<file path="src/rtl/cps_pkg.sv">
// Shared types and constants for the complex peak search block.
// No dependencies; every file but the two interfaces imports this package.
package cps_pkg;

    localparam int CFG_DATA_W  = 24;
    localparam int CFG_IDX_W   = 2;
    localparam int THRESH_W    = 24;
    localparam int BIN_CFG_W   = 17;
    localparam int BIN_OUT_W   = 16;
    localparam int PHASE_W     = 16;
    localparam int COUNT_W     = 17;
    localparam int GUARD_BITS  = 8;
    localparam int ANGLE_W     = 27;
    localparam int ANGLE_PI    = 16777216;
    localparam int GAIN_W      = 24;
    localparam int GAIN_FRAC   = 24;
    localparam int PHASE_ROUND = 256;
    localparam int PHASE_LSB   = 9;
    localparam int QUEUE_DEPTH = 4;
    localparam int QUEUE_AW    = 2;

    localparam logic [GAIN_W-1:0]    GAIN_Q24  = 24'd10188014;
    localparam logic [COUNT_W-1:0]   COUNT_MAX = 17'h1FFFF;
    localparam logic [BIN_CFG_W-1:0] RECORD_LENGTH_RST = 17'h10000;

    localparam logic [22:0] ATAN_UNITS [24] = '{
        23'd4194304, 23'd2476042, 23'd1308273, 23'd664100, 23'd333339, 23'd166832,
        23'd83436,   23'd41721,   23'd20861,   23'd10430,  23'd5215,   23'd2608,
        23'd1304,    23'd652,     23'd326,     23'd163,    23'd81,     23'd41,
        23'd20,      23'd10,      23'd5,       23'd3,      23'd1,      23'd1
    };

    typedef enum logic [CFG_IDX_W-1:0] {
        CFG_THRESHOLD     = 2'd0,
        CFG_RECORD_LENGTH = 2'd1,
        CFG_BEGIN_BIN     = 2'd2,
        CFG_END_MARGIN    = 2'd3
    } t_cfg_idx;

    typedef struct packed {
        logic                 first;
        logic                 last;
        logic [BIN_OUT_W-1:0] bin;
    } t_tag;

endpackage

</file>
<file path="src/rtl/cps_out_if.sv">
// Report channel: one peak report per beat.
// Depends on nothing.
interface cps_out_if #(
    parameter int SAMPLE_BITS = 24
);
    logic                   valid;
    logic                   ready;
    logic [SAMPLE_BITS-1:0] peak_magnitude;
    logic [15:0]            peak_bin;
    logic signed [15:0]     peak_phase;
    logic [16:0]            event_count;

    modport source (output valid, output peak_magnitude, output peak_bin,
                    output peak_phase, output event_count, input ready);
    modport sink   (input valid, input peak_magnitude, input peak_bin,
                    input peak_phase, input event_count, output ready);
endinterface

</file>
<file path="src/rtl/cps_accum.sv">
// Back end: running peak and event count, report register and stall control.
// Depends on cps_pkg and cps_out_if.
module cps_accum #(
    parameter int SAMPLE_BITS = 24
) (
    input  logic                                i_clk,
    input  logic                                i_rst_n,
    input  logic                                i_valid,
    input  logic [SAMPLE_BITS-1:0]              i_mag,
    input  logic signed [cps_pkg::PHASE_W-1:0]  i_phase,
    input  cps_pkg::t_tag                       i_tag,
    input  logic [cps_pkg::THRESH_W-1:0]        i_threshold,
    output logic                                o_en,
    cps_out_if.source                           o_pk
);
    import cps_pkg::*;

    localparam int TW = (SAMPLE_BITS > THRESH_W) ? SAMPLE_BITS : THRESH_W;

    logic [SAMPLE_BITS-1:0] r_best;
    logic [BIN_OUT_W-1:0]   r_bbin;
    logic [PHASE_W-1:0]     r_bph;
    logic [COUNT_W-1:0]     r_cnt;

    logic                   r_ov;
    logic [SAMPLE_BITS-1:0] r_omag;
    logic [BIN_OUT_W-1:0]   r_obin;
    logic [PHASE_W-1:0]     r_oph;
    logic [COUNT_W-1:0]     r_ocnt;

    logic                   take;
    logic [SAMPLE_BITS-1:0] n_best;
    logic [BIN_OUT_W-1:0]   n_bbin;
    logic [PHASE_W-1:0]     n_bph;
    logic [COUNT_W-1:0]     base;
    logic [COUNT_W-1:0]     n_cnt;
    logic                   upd;

    assign o_en = !r_ov || o_pk.ready;
    assign upd  = o_en && i_valid;

    always_comb begin
        take   = i_tag.first || (i_mag > r_best);
        n_best = take ? i_mag : r_best;
        n_bbin = take ? i_tag.bin : r_bbin;
        n_bph  = take ? i_phase : r_bph;
        base   = i_tag.first ? '0 : r_cnt;
        n_cnt  = ((TW'(i_mag) > TW'(i_threshold)) && (base != COUNT_MAX)) ?
                 (base + COUNT_W'(1)) : base;
    end

    always_ff @(posedge i_clk) begin
        if (!i_rst_n) begin
            r_ov <= 1'b0;
        end else if (o_en) begin
            r_ov <= i_valid && i_tag.last;
        end
    end

    always_ff @(posedge i_clk) begin
        if (upd) begin
            r_best <= n_best;
            r_bbin <= n_bbin;
            r_bph  <= n_bph;
            r_cnt  <= n_cnt;
            if (i_tag.last) begin
                r_omag <= n_best;
                r_obin <= n_bbin;
                r_oph  <= n_bph;
                r_ocnt <= n_cnt;
            end
        end
    end

    assign o_pk.valid          = r_ov;
    assign o_pk.peak_magnitude = r_omag;
    assign o_pk.peak_bin       = r_obin;
    assign o_pk.peak_phase     = r_oph;
    assign o_pk.event_count    = r_ocnt;

endmodule

</file>
<file path="src/flat_wrapper.sv">
// flat-port wrapper written by rule: the top's interface ports become plain ports
module cps_accum_flat import cps_pkg::*;
#(
    parameter int SAMPLE_BITS = 24
)
  (i_clk, i_rst_n, i_valid, i_mag, i_phase, i_tag, i_threshold, o_en, o_pk_valid, o_pk_peak_magnitude, o_pk_peak_bin, o_pk_peak_phase, o_pk_event_count, o_pk_ready);
  cps_out_if #(.SAMPLE_BITS(SAMPLE_BITS)) o_pk_i ();
  input  logic i_clk;
  input  logic i_rst_n;
  input  logic i_valid;
  input  logic [SAMPLE_BITS-1:0] i_mag;
  input  logic signed [cps_pkg::PHASE_W-1:0] i_phase;
  input  cps_pkg::t_tag i_tag;
  input  logic [cps_pkg::THRESH_W-1:0] i_threshold;
  output logic o_en;
  output wire logic [$bits(o_pk_i.valid)-1:0] o_pk_valid;
  output wire logic [$bits(o_pk_i.peak_magnitude)-1:0] o_pk_peak_magnitude;
  output wire logic [$bits(o_pk_i.peak_bin)-1:0] o_pk_peak_bin;
  output wire logic [$bits(o_pk_i.peak_phase)-1:0] o_pk_peak_phase;
  output wire logic [$bits(o_pk_i.event_count)-1:0] o_pk_event_count;
  input wire logic [$bits(o_pk_i.ready)-1:0] o_pk_ready;
  assign o_pk_valid = o_pk_i.valid;
  assign o_pk_peak_magnitude = o_pk_i.peak_magnitude;
  assign o_pk_peak_bin = o_pk_i.peak_bin;
  assign o_pk_peak_phase = o_pk_i.peak_phase;
  assign o_pk_event_count = o_pk_i.event_count;
  assign o_pk_i.ready = o_pk_ready;
  cps_accum #(.SAMPLE_BITS(SAMPLE_BITS)) u_core (.i_clk(i_clk), .i_rst_n(i_rst_n), .i_valid(i_valid), .i_mag(i_mag), .i_phase(i_phase), .i_tag(i_tag), .i_threshold(i_threshold), .o_en(o_en), .o_pk(o_pk_i));
endmodule
</file>
<file path="config.mk">
export PLATFORM = sky130hd
export DESIGN_NAME = cps_accum_flat
export DESIGN_NICKNAME = d
export VERILOG_FILES = /design/src/rtl/cps_pkg.sv /design/src/rtl/cps_out_if.sv /design/src/rtl/cps_accum.sv /design/src/flat_wrapper.sv
export SDC_FILE = /design/constraint.sdc
export NUM_CORES = 1
export LEC_CHECK = 0
export ABC_AREA = 1
export BUFFER_PORTS_ARGS = -buffer_cell sky130_fd_sc_hd__buf_2
export CAP_MARGIN = 10
export CORE_MARGIN = 2
export CORE_UTILIZATION = 58
export CTS_CLUSTER_SIZE = 30
export DETAILED_ROUTE_END_ITERATION = 6
export PLACE_DENSITY = 0.84
export SLEW_MARGIN = 20
export SYNTH_ARGS = -nofsm -noshare
export SYNTH_HDL_FRONTEND = slang
export SYNTH_SLANG_ARGS = --single-unit
</file>
<file path="constraint.sdc">
create_clock -name i_clk -period 11.76 [get_ports i_clk]
set_clock_uncertainty 0.05 [all_clocks]
set_input_delay 2.94 -clock i_clk [delete_from_list [all_inputs] [get_ports i_clk]]
set_output_delay 2.94 -clock i_clk [all_outputs]
set_load 0.01 [all_outputs]
</file>
After elaboration in Yosys (flattened, before gate mapping)
Index checks and enable logic that the tools add are counted.

Bits of input ports: 86. Output and inout port bits: 75. Bits in registers: 147.

Eq/ne operators: 1. Reductions and logical operators: 7. Order comparisons: 2. Add/subtract/negate cells: 1. Mux-type cells: 5.

Operators by type and width (number): 24-bit > comparator (2); 17-bit two-way mux (2); 16-bit two-way mux (2); 24-bit two-way mux (1); 17-bit by 1-bit adder with 17-bit output, second input constant (1); 17-bit != test, second input constant (1); 1-bit logical AND (3); 1-bit logical OR (2); 2-bit AND reduction (1); 1-bit zero test (1).

Logic depth before layout (Yosys ltp)
Gate-level depths: netlist of run 1.

Depth after elaboration: 4. Depth in mapped cells: 17.

Least setup slack after synthesis of run 1
Ideal clock, no wire load.

Path type: in2reg. Start: input port o_pk_ready. End: register u_core.r_ocnt[0], in the netlist u_core.o_pk.event_count[0] (enable). Arrival: 6.210 ns. Library setup time: 0.505 ns. Stages on the path: 4. Data required time: 11.205 ns. Path buffers: 0. Path slack: 4.995 ns. Path through: inv_1 > nand2_1 > inv_1 > nor2_1.

Word-level cells in the longest chain between the ends: 3.

RTL lines: start, declared (line flat_wrapper.sv:21) `input wire logic [$bits(o_pk_i.ready)-1:0] o_pk_ready;`; 1-bit logical OR (line cps_accum.sv:39) `assign o_en = !r_ov || o_pk.ready;`; named net o_en (line flat_wrapper.sv:15) `output logic o_en;`; 1-bit logical AND (line cps_accum.sv:40) `assign upd = o_en && i_valid;`; 2-bit AND reduction (no source line); end signal, assigned (line cps_accum.sv:70) `r_ocnt <= n_cnt;`; end, declared (line cps_accum.sv:29) `logic [COUNT_W-1:0] r_ocnt;`.

The timed path passes the listed nets, and every way through them passes these cells. A chain may end at the register's enable or synchronous reset.

Final worst setup path of run 1
Start: input port o_pk_ready. End: output port o_en.

Word-level cells in the longest chain between the ends: 1.

RTL lines (line): 1-bit logical OR (cps_accum.sv:39); end, declared (flat_wrapper.sv:15).

Every way passes these cells.

==> flow_summary.ini, run 1 <==
[routing]
dr.pass1.iters = 5
drcViolationCount = 0
postRouteAntennaNets = 0
drtIter0Drc = 349
finalWirelength_um = 15400
wire_per_inst_um = 14.6
via_per_inst = 5.16
vias = 5451

[critical_path]
cp_slowest_cell = buf_2
endpoint_kind = primary output
r2r_cells = 11
critPathTopFamily = buffers and inverters
cp_num_buf_inv = 3
ff2ff_setup_slack_ps = 8580
required_ps = 8770
path_cells = buf_2 -> inv_1 -> nand2_1 -> buf_2
cp.arrival_ps = 3280
cp_common_cell = buf_2
startpoint_type = input pin
critPathKind = input pin to primary output
r2r_end = u_core.o_pk.peak_phase[4]
critical_path_cell_count = 4
r2r-start = u_core.r_best[15]
max_stage_delay_ps = 140
cp_max_fo = 3

[yosys]
syn-num-nets = 850
ys_seq_elements = 147
synth_cell_types = 30
synth_xor_xnor_area_share_pct = 0.351
postSynthAreaPerCell_um2 = 10.5
synth_compound_area_share_pct = 2.04
muxShareOfSynthArea_pct = 0
synth_top_area_share_pct = 58.6
synth.area.top_cells = edfxtp_1 (59%), nand2_1 (9.3%), ha_1 (8.4%)
syn_inst = 714
synth_top_family_by_area = simple AND/OR/NAND/NOR gates
synth_fa_ha_area_share_pct = 8.37
synth-simple-area-share_pct = 23.0
synth_warnings = 0
synth_top_cell_by_area = edfxtp_1
yosysSeqAreaShare_pct = 58.9
syn_area_um2 = 7480

[placement]
dp_hpwl_um = 9890
gp_congestion = 0.805
port_buffers = 160
placed_cells = 1024

[clocking]
cts.sinks = 147
htree_levels = 4
postCtsSetupBuffers = 0
post_cts_resized = 0
numCtsBuffers = 17
cts_root_buf = clkbuf_16
ctsHoldBuffers = 0
clk_path_buf_depth = 2
cts_tree = done
clkTransAtPathRegs_ps = 60
clk_latency_ps = 420

[sta]
rsz0062_at_grt = false
layout_min_cycle_time_ps = 6270
setup_violations = 0
maxSlewViolCount = 0
tns_ps = 0
worstMarginPinSlew_ps = 1000
max_freq_mhz = 160
slew_headroom_pct = 33.1
period_share_pct = 53.3
finalHoldViolCount = 0

[worst_hold_path]
hold_end = u_core.o_pk.valid
min-delay-start = u_core.o_pk.valid
whs_path_depth = 2
hold_class = flop to flop

[global_route]
grt_remaining_overflow = 0
grt_pass1_vias = 5270
antenna_found_initial = 0
grt_max_degree = 74
grt_usage_pct = 22.8
grt_pass1_wl_um = 25000

[floorplanning]
die_x_um = 118
io_pins = 161
coreArea_um2 = 12600
dieArea_um2 = 13800
dieHeight_um = 118
fp-row-count = 41
initial_utilization_pct = 59.2

[job]
maxCapViolCount = 0

[final_layout]
drive_above_1_share_pct = 28.1
syn_to_final_growth_pct = 18.7
final_nets = 1007
final_common_cell = nand2_1
num_antenna_cells = 0
final_util_pct = 70.3
final_cell_mix = nand2_1 (185), buf_2 (160), edfxtp_1 (146)
instances_no_fill = 1056

[power_and_ir_drop]
p_leak_uw = 0.00416
ir_drop_mv = 0.0995
powerDensity_nw_per_um2 = 152

[run_status]
status = complete, no violations
==> routing by layer <==
layer	share of wire (%)	GRT usage [%]	wire [um]	up-vias
met1	44	29.9	6780	2498
met5	0	0	0	-
met3	6.2	5.77	962	22
met2	48	36.9	7420	197
li1	-	-	-	2734
met4	1.5	8.58	238	0
==> worst max path at each step <==
stage,endpoint,startpoint
floorplan,u_core.o_pk.event_count[0],o_pk_ready
global route,o_en,o_pk_ready
finish,o_en,o_pk_ready
detailed placement,o_en,o_pk_ready
CTS,o_en,o_pk_ready
global placement,o_en,o_pk_ready
==> Yosys cell counts (all sizes together) <==
master and n:
dfxtp 1, inv 89, nand2 227, xor2 2
and3 1, o21a 1, nand3 74, nor4 1
clkbuf 7, nor3 5, o21ai 4, buf 18
a21oi 19, xnor2 1, a21boi 1, a21o 3
edfxtp 146, nand4 23, nor2 41, ha 50
==> cell families after synthesis <==
group,Yosys count
simple gates,372
flops,147
buf+inv,114
fa+ha+maj,50
compound gates,28
xor+xnor,3
==> power breakdown <==
group | internal (uW) | leakage (uW) | switching, uW
clock network | 293 | 0.000259 | 212
registers | 636 | 0.00142 | 14.5
logic | 65.2 | 0.00248 | 127
==> through the flow <==
stage                     hold slack, ps  area (um2)  total power, uW  setup slack [ps]
final                                473        8870             1350              5490
after global routing                 537        8870             1410              5440
after CTS                            477        8870             1360              5490
after detailed placement             469        8310              852              5490
after global placement               459        8310              846              5500
after floorplan                      491        7480              799              5000
==> flip-flops by register name, summed over array words and instances, names as in the netlist <==
signal                      flops
u_core.o_pk.event_count        17
u_core.o_pk.peak_bin           16
u_core.o_pk.peak_magnitude     24
u_core.o_pk.peak_phase         16
u_core.o_pk.valid               1
u_core.r_bbin                  16
u_core.r_best                  24
u_core.r_bph                   16
u_core.r_cnt                   17
==> worst min-delay path: cells and delay by family, from the launching register on <==
family           cells  cell delay [ps]
flip-flops           1              310
AND/OR/NAND/NOR      1               90
AO/OA/AOI/OAI        1               80
==> cell type report <==
cell class / instances / area [um2]
Sequential cell: 147 / 4400
Fill cell: 947 / 3750
Multi-Input combinational cell: 453 / 2540
Timing Repair Buffer: 163 / 823
Clock buffer: 18 / 429
Inverter: 89 / 334
Tap cell: 172 / 215
Clock inverter: 14 / 129
(Power assumes the default switching activity.)
==> inputs of run 2 (changes only) <==
- CORE_UTILIZATION: 58 -> 55
- PLACE_DENSITY: 0.84 -> 0.8
- clock period: 11.76 -> 6 ns (I/O delays scaled with it)
==> run 2 against run 1 <==
Global-route usage down 0.079 points. Cell area about the same. Count of clock-buffer cells in the layout decreased by 1. Critical path depth is 11 higher. Register-to-register slack worse by 5700 ps. Flip-flop and latch count stayed put. Power is 95% higher. Combinational power up 97%. Non-clock buffer count grew 1. Largest cell class unchanged.
==> flow_summary.ini, run 2 (synthesized netlist as in run 1, its figures left out) <==
[final_layout]
syn_to_final_growth_pct = 18.7
final_cell_mix = nand2_1 (185), buf_2 (160), edfxtp_1 (146)
nFillCells = 1044
num_antenna_cells = 0
drive_above_1_share_pct = 28.5
final_common_cell = nand2_1
final_nets = 1008
final_util_pct = 67.0

[placement]
port_buffers = 160
gp_congestion = 0.855
dp_hpwl_um = 10600

[critical_path]
max_stage_delay_ps = 530
cp_slowest_cell = inv_2
startpoint_type = input pin
cp.arrival_ps = 4420
critPathKind = input pin to flop
cp_max_fo = 36
path_cells = buf_2 -> inv_2 -> nand2_1 -> inv_1 -> ha_1 -> nand3_1 -> nor2_2 -> nand4_1 -> nor3_1 -> ha_1 -> inv_1 -> nand4_1 -> nor3_1 -> nand4_1 -> nand2_1
endpoint_kind = flop
cp_common_cell = nand4_1
required_ps = 6130

[sta]
tns_ps = 0
finalHoldViolCount = 0
worstMarginPinSlew_ps = 975
period_share_pct = 71.5
layout_min_cycle_time_ps = 4290
slew_headroom_pct = 35.0
rsz0062_at_grt = false
setup_violations = 0
max_freq_mhz = 233
maxSlewViolCount = 0

[routing]
drcViolationCount = 0
drtIter0Drc = 365
postRouteAntennaNets = 0
vias = 5509
dr.pass1.iters = 5
finalWirelength_um = 15800
wire_per_inst_um = 14.9
via_per_inst = 5.19

[clocking]
cts_tree = done
cts_root_buf = clkbuf_16
clkTransAtPathRegs_ps = 60
cts.sinks = 147
clk_path_buf_depth = 2
post_cts_resized = 0
htree_levels = 4
clk_latency_ps = 430
numCtsBuffers = 17
postCtsSetupBuffers = 0
ctsHoldBuffers = 0

[floorplanning]
dieHeight_um = 121
io_pins = 161
die_x_um = 121
dieArea_um2 = 14500
initial_utilization_pct = 56.5
fp-row-count = 42
coreArea_um2 = 13200

[global_route]
grt_pass1_vias = 5351
grt_pass1_wl_um = 25300
antenna_found_initial = 0
grt_max_degree = 74
grt_usage_pct = 22.7
grt_remaining_overflow = 0

[power_and_ir_drop]
ir_drop_mv = 0.176
powerDensity_nw_per_um2 = 297
p_leak_uw = 0.00417

[worst_hold_path]
hold_class = flop to flop

[run_status]
status = complete, no violations

[job]
maxCapViolCount = 0
## run 2: changes by cell type in the layout (fill, tap and decap cells not counted), sizes merged
cell	delta
buf	+1
bufinv	-1
clkbuf	-1
clkinvlp	-1
inv	+3
## run 2: path summary, 6_finish.rpt
check                           slack, ps              start                             end  cells after the start
worst min register to register        470  u_core.o_pk.valid               u_core.o_pk.valid                      2
worst min-delay path                  470  u_core.o_pk.valid               u_core.o_pk.valid                      2
worst max register to register       2930  u_core.r_best[15]  u_core.o_pk.peak_magnitude[13]                     11
worst max-delay path                 1710          i_tag[17]     u_core.o_pk.event_count[15]                     15
## run 2: layout make-up
class / instances / area, um2 / area share [%]
Sequential cell: 147 / 4400 / 49.6
Multi-Input combinational cell: 453 / 2540 / 28.6
Timing Repair Buffer: 164 / 831 / 9.36
Clock buffer: 17 / 425 / 4.79
Inverter: 89 / 334 / 3.76
Tap cell: 176 / 220 / 2.48
Clock inverter: 15 / 121 / 1.37
## run 2: power by group
group	switching (uW)	internal [uW]
clock	440	538
sequential	28.1	1250
combinational	252	128
total	720	1910
## run 2: layer usage
layer	wire length (um)	global-route usage, %	share of wire (%)	vias up
met2	7730	36.9	49	173
met1	6800	29.4	43	2586
li1	-	-	-	2725
met3	946	5.57	6.0	25
met5	0	0	0	-
met4	288	9.01	1.8	0
## run 2: through the flow
stage | cells | worst slack (ps) | instance area (um2) | hold slack [ps] | power [uW]
CTS | 1061 | 1780 | 8870 | 479 | 2650
global placement | 1029 | 1470 | 8330 | 459 | 1660
floorplan | 714 | 675 | 7480 | 491 | 1570
finish | 1061 | 1710 | 8870 | 471 | 2630
detailed placement | 1029 | 1330 | 8330 | 471 | 1680
global route | 1061 | 1440 | 8870 | 546 | 2750
## run 2: worst max-delay path, delay by kind of cell
family	cells	cell delay [ps]
buffers and inverters	4	1050
AND/OR/NAND/NOR	9	1370
adder cells (fa/ha/maj)	2	480
