## src/rtl/cps_pkg.sv

```systemverilog
// Shared types and constants for the complex peak search block.
// No dependencies; every file but the two interfaces imports this package.
package cps_pkg;

    localparam int CFG_DATA_W  = 24;
    localparam int CFG_IDX_W   = 2;
    localparam int THRESH_W    = 24;
    localparam int BIN_CFG_W   = 17;
    localparam int BIN_OUT_W   = 16;
    localparam int PHASE_W     = 16;
    localparam int COUNT_W     = 17;
    localparam int GUARD_BITS  = 8;
    localparam int ANGLE_W     = 27;
    localparam int ANGLE_PI    = 16777216;
    localparam int GAIN_W      = 24;
    localparam int GAIN_FRAC   = 24;
    localparam int PHASE_ROUND = 256;
    localparam int PHASE_LSB   = 9;
    localparam int QUEUE_DEPTH = 4;
    localparam int QUEUE_AW    = 2;

    localparam logic [GAIN_W-1:0]    GAIN_Q24  = 24'd10188014;
    localparam logic [COUNT_W-1:0]   COUNT_MAX = 17'h1FFFF;
    localparam logic [BIN_CFG_W-1:0] RECORD_LENGTH_RST = 17'h10000;

    localparam logic [22:0] ATAN_UNITS [24] = '{
        23'd4194304, 23'd2476042, 23'd1308273, 23'd664100, 23'd333339, 23'd166832,
        23'd83436,   23'd41721,   23'd20861,   23'd10430,  23'd5215,   23'd2608,
        23'd1304,    23'd652,     23'd326,     23'd163,    23'd81,     23'd41,
        23'd20,      23'd10,      23'd5,       23'd3,      23'd1,      23'd1
    };

    typedef enum logic [CFG_IDX_W-1:0] {
        CFG_THRESHOLD     = 2'd0,
        CFG_RECORD_LENGTH = 2'd1,
        CFG_BEGIN_BIN     = 2'd2,
        CFG_END_MARGIN    = 2'd3
    } t_cfg_idx;

    typedef struct packed {
        logic                 first;
        logic                 last;
        logic [BIN_OUT_W-1:0] bin;
    } t_tag;

endpackage

```

## src/rtl/cps_in_if.sv

```systemverilog
// Sample channel: one I/Q pair and a record start mark per beat.
// Depends on nothing.
interface cps_in_if #(
    parameter int SAMPLE_BITS = 24
);
    logic                          valid;
    logic                          ready;
    logic signed [SAMPLE_BITS-1:0] in_phase;
    logic signed [SAMPLE_BITS-1:0] quadrature;
    logic                          record_start;

    modport source (output valid, output in_phase, output quadrature, output record_start,
                    input ready);
    modport sink   (input valid, input in_phase, input quadrature, input record_start,
                    output ready);
endinterface

```

## src/rtl/cps_front.sv

```systemverilog
// Front end: bin counting, window classification and the sample queue.
// Depends on cps_pkg and cps_in_if.
module cps_front #(
    parameter int MAX_RECORD  = 65536,
    parameter int SAMPLE_BITS = 24
) (
    input  logic                              i_clk,
    input  logic                              i_rst_n,
    cps_in_if.sink                            i_smp,
    input  logic [cps_pkg::BIN_CFG_W-1:0]     i_record_length,
    input  logic [cps_pkg::BIN_CFG_W-1:0]     i_begin_bin,
    input  logic [cps_pkg::BIN_CFG_W-1:0]     i_end_margin,
    input  logic                              i_pop,
    output logic                              o_valid,
    output logic signed [SAMPLE_BITS-1:0]     o_x,
    output logic signed [SAMPLE_BITS-1:0]     o_y,
    output cps_pkg::t_tag                     o_tag
);
    import cps_pkg::*;

    localparam int CW   = $clog2(MAX_RECORD + 1);
    localparam int CMPW = ((CW > BIN_CFG_W) ? CW : BIN_CFG_W) + 1;
    localparam logic [CMPW-1:0] MAX_C = CMPW'(MAX_RECORD);

    logic [CW-1:0]   r_bin;
    logic [CW-1:0]   n_bin;
    logic            r_seen;

    logic signed [SAMPLE_BITS-1:0] r_qx [QUEUE_DEPTH];
    logic signed [SAMPLE_BITS-1:0] r_qy [QUEUE_DEPTH];
    t_tag                          r_qt [QUEUE_DEPTH];
    logic [QUEUE_AW-1:0]           r_wp;
    logic [QUEUE_AW-1:0]           r_rp;
    logic [QUEUE_AW:0]             r_qcnt;

    logic [CMPW-1:0] len;
    logic [CMPW-1:0] margin;
    logic [CMPW-1:0] win_end;
    logic [CW-1:0]   bin;
    logic [CMPW-1:0] bin_e;
    logic            win;
    logic            acc;
    logic            push;
    logic            pop;
    t_tag            tag;

    always_comb begin
        margin  = CMPW'(i_end_margin);
        len     = (CMPW'(i_record_length) > MAX_C) ? MAX_C : CMPW'(i_record_length);
        win_end = (margin < len) ? (len - margin) : '0;
        bin     = i_smp.record_start ? '0 : r_bin;
        bin_e   = CMPW'(bin);
        win     = (bin_e < MAX_C) && (bin_e >= CMPW'(i_begin_bin)) && (bin_e < win_end);
        n_bin   = (bin_e < MAX_C) ? (bin + CW'(1)) : bin;
        tag.first = i_smp.record_start || !r_seen;
        tag.last  = ((bin_e + CMPW'(1)) == win_end);
        tag.bin   = bin_e[BIN_OUT_W-1:0];
    end

    assign i_smp.ready = (r_qcnt != (QUEUE_AW+1)'(QUEUE_DEPTH));
    assign acc  = i_smp.valid && i_smp.ready;
    assign push = acc && win;
    assign pop  = i_pop && (r_qcnt != '0);

    always_ff @(posedge i_clk) begin
        if (!i_rst_n) begin
            r_bin  <= '0;
            r_seen <= 1'b0;
            r_wp   <= '0;
            r_rp   <= '0;
            r_qcnt <= '0;
        end else begin
            if (acc) begin
                r_bin <= n_bin;
                if (win) begin
                    r_seen <= 1'b1;
                end else if (i_smp.record_start) begin
                    r_seen <= 1'b0;
                end
            end
            if (push) begin
                r_wp <= r_wp + QUEUE_AW'(1);
            end
            if (pop) begin
                r_rp <= r_rp + QUEUE_AW'(1);
            end
            if (push && !pop) begin
                r_qcnt <= r_qcnt + (QUEUE_AW+1)'(1);
            end else if (pop && !push) begin
                r_qcnt <= r_qcnt - (QUEUE_AW+1)'(1);
            end
        end
    end

    always_ff @(posedge i_clk) begin
        if (push) begin
            r_qx[r_wp] <= i_smp.in_phase;
            r_qy[r_wp] <= i_smp.quadrature;
            r_qt[r_wp] <= tag;
        end
    end

    assign o_valid = (r_qcnt != '0);
    assign o_x     = r_qx[r_rp];
    assign o_y     = r_qy[r_rp];
    assign o_tag   = r_qt[r_rp];

endmodule

```

## src/flat_wrapper.sv

```systemverilog
// flat-port wrapper written by rule: the top's interface ports become plain ports
module cps_front_flat import cps_pkg::*;
#(
    parameter int MAX_RECORD  = 65536,
    parameter int SAMPLE_BITS = 24
)
  (i_clk, i_rst_n, i_record_length, i_begin_bin, i_end_margin, i_pop, o_valid, o_x, o_y, o_tag, i_smp_valid, i_smp_in_phase, i_smp_quadrature, i_smp_record_start, i_smp_ready);
  cps_in_if #(.SAMPLE_BITS(SAMPLE_BITS)) i_smp_i ();
  input  logic i_clk;
  input  logic i_rst_n;
  input  logic [cps_pkg::BIN_CFG_W-1:0] i_record_length;
  input  logic [cps_pkg::BIN_CFG_W-1:0] i_begin_bin;
  input  logic [cps_pkg::BIN_CFG_W-1:0] i_end_margin;
  input  logic i_pop;
  output logic o_valid;
  output logic signed [SAMPLE_BITS-1:0] o_x;
  output logic signed [SAMPLE_BITS-1:0] o_y;
  output cps_pkg::t_tag o_tag;
  input wire logic [$bits(i_smp_i.valid)-1:0] i_smp_valid;
  input wire logic [$bits(i_smp_i.in_phase)-1:0] i_smp_in_phase;
  input wire logic [$bits(i_smp_i.quadrature)-1:0] i_smp_quadrature;
  input wire logic [$bits(i_smp_i.record_start)-1:0] i_smp_record_start;
  output wire logic [$bits(i_smp_i.ready)-1:0] i_smp_ready;
  assign i_smp_i.valid = i_smp_valid;
  assign i_smp_i.in_phase = i_smp_in_phase;
  assign i_smp_i.quadrature = i_smp_quadrature;
  assign i_smp_i.record_start = i_smp_record_start;
  assign i_smp_ready = i_smp_i.ready;
  cps_front #(.MAX_RECORD(MAX_RECORD), .SAMPLE_BITS(SAMPLE_BITS)) u_core (.i_clk(i_clk), .i_rst_n(i_rst_n), .i_smp(i_smp_i), .i_record_length(i_record_length), .i_begin_bin(i_begin_bin), .i_end_margin(i_end_margin), .i_pop(i_pop), .o_valid(o_valid), .o_x(o_x), .o_y(o_y), .o_tag(o_tag));
endmodule
```

## config.mk

```make
export PLATFORM = sky130hd
export DESIGN_NAME = cps_front_flat
export DESIGN_NICKNAME = d
export VERILOG_FILES = /design/src/rtl/cps_pkg.sv /design/src/rtl/cps_in_if.sv /design/src/rtl/cps_front.sv /design/src/flat_wrapper.sv
export SDC_FILE = /design/constraint.sdc
export NUM_CORES = 1
export LEC_CHECK = 0
export ABC_AREA = 1
export BUFFER_PORTS_ARGS = -buffer_cell sky130_fd_sc_hd__buf_2
export CAP_MARGIN = 10
export CELL_PAD_IN_SITES_DETAIL_PLACEMENT = 1
export CELL_PAD_IN_SITES_GLOBAL_PLACEMENT = 1
export CORE_MARGIN = 2
export CORE_UTILIZATION = 30
export DETAILED_ROUTE_END_ITERATION = 8
export PLACE_DENSITY_LB_ADDON = 0.1
export REMOVE_ABC_BUFFERS = 1
export SLEW_MARGIN = 25
export SYNTH_ARGS = -nofsm -noshare
export SYNTH_HDL_FRONTEND = slang
export SYNTH_SLANG_ARGS = --single-unit
```

## constraint.sdc

```tcl
create_clock -name i_clk -period 6.8 [get_ports i_clk]
set_input_delay 0 -clock i_clk [delete_from_list [all_inputs] [get_ports i_clk]]
set_output_delay 0 -clock i_clk [all_outputs]
set_load 0.005 [all_outputs]
```

=== Word-level counts from Yosys, hierarchy flattened ===
Memory sizes are Yosys's and may differ from the RTL's. A register that Yosys moved wholly into a read port is not among the register bits.
Index checks and enable logic that the tools add are counted.

* Bits in writable memories: 264
* Word-level logic and storage cells: 53
* Output and inout bits: 68
* Memories: 3
* Bits in registers: 25
* Input bits: 104

{| class="wikitable"
|+ Memory list
! memory !! words !! bits a word !! read ports !! clocked after memory_dff !! write ports !! line !! text
|-
| u_core.r_qx || 4 || 24 || 1 || 1 || 1 || cps_front.sv:29 || <nowiki>logic signed [SAMPLE_BITS-1:0] r_qx [QUEUE_DEPTH];</nowiki>
|-
| u_core.r_qy || 4 || 24 || 1 || 1 || 1 || cps_front.sv:30 || <nowiki>logic signed [SAMPLE_BITS-1:0] r_qy [QUEUE_DEPTH];</nowiki>
|-
| u_core.r_qt || 4 || 18 || 1 || 1 || 1 || cps_front.sv:31 || <nowiki>t_tag r_qt [QUEUE_DEPTH];</nowiki>
|}

* Multiplexer cells: 16
* $lt $le $gt $ge: 5
* Reduce and logical (&&, ||, !) cells: 15
* Equal/unequal tests: 2
* $add $sub $neg: 7

{| class="wikitable"
|+ Operator list
! cell !! count
|-
| 17-bit 2-to-1 mux || 3
|-
| 17-bit by 18-bit less-than comparator with 1-bit output || 2
|-
| 17-bit by 1-bit adder with 18-bit output (second input constant) || 1
|-
| 18-bit equality test || 1
|-
| 18-bit 2-to-1 mux || 1
|-
| 18-bit by 17-bit subtractor with 18-bit output || 1
|-
| 17-bit by 1-bit adder with 17-bit output (second input constant) || 1
|-
| 17-bit greater-or-equal comparator || 1
|-
| 17-bit > comparator (second input constant) || 1
|-
| 17-bit less-than comparator (second input constant) || 1
|-
| 2-bit 2-to-1 mux || 6
|-
| 1-bit logical AND || 7
|-
| 3-bit 2-to-1 mux || 2
|-
| 2-bit by 1-bit adder with 2-bit output (second input constant) || 2
|-
| 1-bit 2-to-1 mux || 4
|-
| 2-bit nonzero test || 2
|-
| 3-bit by 1-bit adder with 3-bit output (second input constant) || 1
|-
| 1-bit zero test || 3
|-
| 3-bit != test (second input constant) || 1
|-
| 3-bit nonzero test || 1
|-
| 3-bit by 1-bit subtractor with 3-bit output (second input constant) || 1
|-
| 2-bit AND reduction || 1
|-
| 1-bit logical OR || 1
|}

=== Logic depth before layout (Yosys ltp) ===
* Word-level depth: 11
* Gate-level depth with buffers: 41
* Depth with buffers taken out: 39

=== Worst setup path after synthesis ===
OpenSTA, ideal clock, no wires.

* Path type: input-to-reg
* Start point: input port i_record_length[12] in the netlist's numbering
* End point: memory u_core.r_qt[0][0] in the netlist's numbering, enable pin
* Cell stages on the path: 31
* Path buffers: 2
* Data arrival time: 5.723 ns
* Data required time: 6.310 ns
* Library setup time: 0.490 ns
* Path slack: 0.587 ns
* Cell sequence: nor4_1 nand4_1 nand2_1 inv_1 buf_1 nor2_1 ha_1 nand2_1 inv_1 nand2_1 nand2_1 a21oi_2 nand2_4 buf_8 nand3_2 ha_1 nand2_1 inv_1 o21bai_1 nand3_1 nand2_1 nand2_1 nand2_1 nand2_1 nand2_1 nand2_1 nand2_1 nand2_1 nand2_2 nand2_2 nor2_1

* Word-level cells in the longest chain between the ends: 9
* Elaborated cells between the ends (all ways): 10
* Classes of those cells: add/sub: 1; order compare: 3; mux: 4; reduce/logical: 2

{| class="wikitable"
|+ RTL lines
! item !! line !! text
|-
| start: declaration || flat_wrapper.sv:11 || <nowiki>input logic [cps_pkg::BIN_CFG_W-1:0] i_record_length;</nowiki>
|-
| 17-bit > comparator || cps_front.sv:49 || <nowiki>len = (CMPW'(i_record_length) > MAX_C) ? MAX_C : CMPW'(i_record_length);</nowiki>
|-
| 17-bit 2-to-1 mux * || cps_front.sv:49 ||
|-
| 18-bit by 17-bit subtractor with 18-bit output or 17-bit by 18-bit less-than comparator with 1-bit output (tied branches) || cps_front.sv:50 || <nowiki>win_end = (margin < len) ? (len - margin) : '0;</nowiki>
|-
| 18-bit 2-to-1 mux * || cps_front.sv:50 ||
|-
| 17-bit by 18-bit less-than comparator with 1-bit output * || cps_front.sv:53 || <nowiki>win = (bin_e < MAX_C) && (bin_e >= CMPW'(i_begin_bin)) && (bin_e < win_end);</nowiki>
|-
| 1-bit logical AND * || cps_front.sv:53 ||
|-
| 1-bit logical AND * || cps_front.sv:62 || <nowiki>assign push = acc && win;</nowiki>
|-
| 1-bit 2-to-1 mux * || cps_front.sv:96 || <nowiki>if (push) begin</nowiki>
|-
| 1-bit 2-to-1 mux (not written as such) * || cps_front.sv:99 || <nowiki>r_qt[r_wp] <= tag;</nowiki>
|-
| end: declaration || cps_front.sv:31 ||
|}

Mark *: on every way between the ends. The rest lies on a longest branch, timed or not.

=== Worst setup path after layout ===
* Start point: input port i_record_length[0] in the netlist's numbering
* End point: register u_core.r_qcnt[2]

* Word-level cells in the longest chain between the ends: 10
* Elaborated cells between the ends (all ways): 13
* Classes of those cells: add/sub: 1; order compare: 3; mux: 3; reduce/logical: 6

{| class="wikitable"
|+ RTL lines
! item !! line !! text
|-
| 17-bit > comparator || cps_front.sv:49 ||
|-
| 17-bit 2-to-1 mux * || cps_front.sv:49 ||
|-
| 18-bit by 17-bit subtractor with 18-bit output or 17-bit by 18-bit less-than comparator with 1-bit output (tied branches) || cps_front.sv:50 ||
|-
| 18-bit 2-to-1 mux * || cps_front.sv:50 ||
|-
| 17-bit by 18-bit less-than comparator with 1-bit output * || cps_front.sv:53 ||
|-
| 1-bit logical AND * || cps_front.sv:53 ||
|-
| 1-bit logical AND * || cps_front.sv:62 ||
|-
| net u_core.push || cps_front.sv:43 || <nowiki>logic push;</nowiki>
|-
| 1-bit zero test || cps_front.sv:89 || <nowiki>end else if (pop && !push) begin</nowiki>
|-
| 1-bit logical AND || cps_front.sv:89 ||
|-
| 2-bit nonzero test (no source line) || n/a ||
|-
| end signal: assignment || cps_front.sv:88 || <nowiki>r_qcnt <= r_qcnt + (QUEUE_AW+1)'(1);</nowiki>
|-
| end signal: assignment || cps_front.sv:90 || <nowiki>r_qcnt <= r_qcnt - (QUEUE_AW+1)'(1);</nowiki>
|-
| end: declaration || cps_front.sv:34 || <nowiki>logic [QUEUE_AW:0] r_qcnt;</nowiki>
|}

Mark *: on every way through the listed nets, which the timed path passes. The rest lies on a longest branch.
A chain may end at the register's enable or synchronous reset.

==> summary.json <==
{
  "run_status": "finished clean",
  "post-route-drc-count": 0,
  "post_synthesis_sequential_element_count": 291,
  "layout_common_cells": "edfxtp_1 (264), nor2_1 (203), nand2_1 (195)",
  "initialDrtViolationCount": 541,
  "cp.arrival_ns": 5.12,
  "path_clk_slew_ns": 0.06,
  "timing.critical_path.required_ns": 7.29,
  "ys_seq_area_share_pct": 59.9,
  "vias_per_cell": 4.75,
  "drt_wl_total_mm": 41.1,
  "cts.root.buffer_cell": "clkbuf_16",
  "grt_setup_unrepaired": "false",
  "worstSetupEndpointType": "flip-flop",
  "finalHoldViolCount": 0,
  "top_level_ports": 172,
  "tritoncts_clock_tree": "yes",
  "multi_input_area_um2": 4820,
  "initial_utilization_pct": 30.4,
  "numCtsBuffers": 31,
  "grt_use_total_pct": 16.5,
  "worst-r2r-setup-slack_ns": 3.05,
  "hp-start": "i_smp_quadrature[9]",
  "h-tree-depth": 1,
  "diodes": 0,
  "design.die.area_um2": 48900,
  "cts_buffer_depth": 3,
  "place.detailed.instances": 2141,
  "die_width_um": 221,
  "layout_utilization_pct": 36.8,
  "mappedNetlistArea_um2": 14100,
  "core_area_um2": 46600,
  "critical_path.startpoint_type": "input port",
  "via_count_of_the_first_global_routing_pass": 11100,
  "min_period_ns": 4.63,
  "placement_rows": 79,
  "synth_enable_flop_cells": 264,
  "power_density_nw_per_um2": 292,
  "grt-ovfl-total": 0,
  "first_pass_iters": 4,
  "setup_viol": 0,
  "crit_family": "simple AND/OR/NAND/NOR gates",
  "timing.critical_path.fanout_max": 15,
  "relSlewSlack_pct": 42.6,
  "synth_area_per_cell_um2": 10.1,
  "wire_length_of_the_first_global_routing_pass_mm": 64.2,
  "layout_worst_path_cycle_share_pct": 68.1,
  "fmax_mhz": 216,
  "netlist_instances": 1404,
  "layout-drive-gt1-share_pct": 16.9,
  "max_cap_violations": 0,
  "r2r_depth": 14,
  "reg2reg_from": "u_core.r_bin[1]",
  "number_of_max_slew_violations_in_the_final_report": 0,
  "p_leak_nw": 6.98,
  "die_h_um": 221,
  "cp_num_buf_inv": 5,
  "layout.cells.most_common": "edfxtp_1",
  "finalSetupTns_ns": 0,
  "worst_path_largest_cell_delay_ns": 0.53,
  "min_delay_worst_endpoint": "u_core.r_qy[2][9]",
  "wire_per_inst_um": 18.3,
  "placement.io_buffers": 171,
  "fin_nets": 1783,
  "path_class": "in -> reg",
  "area.sequential_um2": 8470,
  "max_slew.worst_pin.slew_ns": 0.861,
  "layoutNonFillerInstCount": 2248,
  "postCtsSetupBuffers": 0,
  "dominantRegCellSynth": "edfxtp_1",
  "ir_worst_vdd_uv": 192,
  "p_total_mw": 5.01,
  "dp.final_hpwl_mm": 27.5,
  "critical_path.slowest_cell": "nor4_1",
  "whs_ns": 0.188,
  "worst_path_most_repeated_cell": "nand2_1",
  "r2r-end": "u_core.r_qt[2][16]",
  "yosys_warnings": 0,
  "filler_cell_count": 5267,
  "cts.sinks": 291,
  "gp_congestion": 0.811,
  "insertion_delay_ns": 0.56,
  "ys_types": 45,
  "skew_ns": 0.00758,
  "hp-class": "in -> reg",
  "antenna_violations_before_repair": 0,
  "hold_depth": 2,
  "grt_max_degree": 78,
  "synth-async-reset-ratio_pct": 0,
  "num_vias": 10700,
  "syn2layout_area_growth_pct": 21.3,
  "drtAntennaViolNets": 0
}
-- how the worst max path moves through the flow --
stage	depth (start not counted)	start	end
after detailed placement	36	i_record_length[0]	u_core.r_qcnt[2]
after floorplan	27	i_record_length[12]	u_core.r_qt[0][0]
after global placement	36	i_record_length[0]	u_core.r_qcnt[2]
after CTS	36	i_record_length[0]	u_core.r_qcnt[2]
final	36	i_record_length[0]	u_core.r_qcnt[2]
after global routing	36	i_record_length[0]	u_core.r_qcnt[2]
-- through the flow --
step | cell area, um^2 | worst slack, ns
final | 17100 | 2.17
after floorplan | 13900 | 0.626
after detailed placement | 15700 | 1.44
after global routing | 17100 | 1.44
after CTS | 17100 | 1.99
after global placement | 15700 | 1.44
-- cell usage after synthesis (all sizes together) (2+ instances only) --
| cell type | number | area share (%) |
|---|---|---|
| a211oi | 3 | 0.16 |
| a21oi | 48 | 1.7 |
| buf | 6 | 0.41 |
| clkbuf | 45 | 1.2 |
| dfxtp | 27 | 3.8 |
| edfxtp | 264 | 56 |
| fa | 2 | 0.28 |
| ha | 58 | 5.1 |
| inv | 172 | 4.6 |
| nand2 | 204 | 5.6 |
| nand3 | 44 | 1.8 |
| nand3b | 5 | 0.35 |
| nand4 | 21 | 0.93 |
| nor2 | 225 | 6.5 |
| nor3 | 12 | 0.50 |
| nor4 | 5 | 0.22 |
| o211ai | 2 | 0.11 |
| o21ai | 167 | 5.9 |
| o21bai | 3 | 0.16 |
| o22ai | 66 | 2.9 |
| or2 | 2 | 0.089 |
| xnor2 | 4 | 0.25 |
| xor2 | 13 | 0.86 |
-- kinds of logic after synthesis --
logic type,share of synthesized area [%]
fa+ha+maj,5.42
simple gates,16.1
compound gates,11.3
xor+xnor,1.11
flops,59.9
buf+inv,6.22
-- area by class of cell --
| cell class | count | share of cell area (%) |
|---|---|---|
| multi-input cells | 889 | 28.1 |
| clock buffers | 34 | 4.59 |
| clock inverters | 21 | 0.868 |
| repair buffers | 233 | 8.76 |
| flip-flops and latches | 291 | 49.4 |
| inverters | 173 | 3.82 |
| well taps | 607 | 4.43 |
-- registers in the layout, indices dropped and copies added (netlist names), named ones only --
register       count
u_core.r_bin      17
u_core.r_wp        2
u_core.r_qx       96
u_core.r_rp        2
u_core.r_qy       96
u_core.r_qt       72
u_core.r_seen      1
u_core.r_qcnt      3
-- routing by layer --
layer / routed length, um / GRT usage (%) / vias up
li1: - / - / 5280
met1: 19100 / 22.2 / 5167
met2: 20000 / 28.8 / 176
met3: 1260 / 1.70 / 45
met4: 682 / 3.70 / 0
met5: 0 / 0 / -
-- power breakdown --
group	total, mW	switching [mW]	internal, mW	leakage (nW)
clock network	1.57	0.671	0.900	0.464
logic	1.38	0.918	0.466	3.90
registers	2.05	0.0307	2.02	2.61
-- timing repair --
action	CTS	global route
hold buffers	52	0
setup endpoints to repair	0	0
gates resized for setup	0	0
endpoints found under the hold margin	214	0
Note: power is estimated with default switching activity, not from simulation.
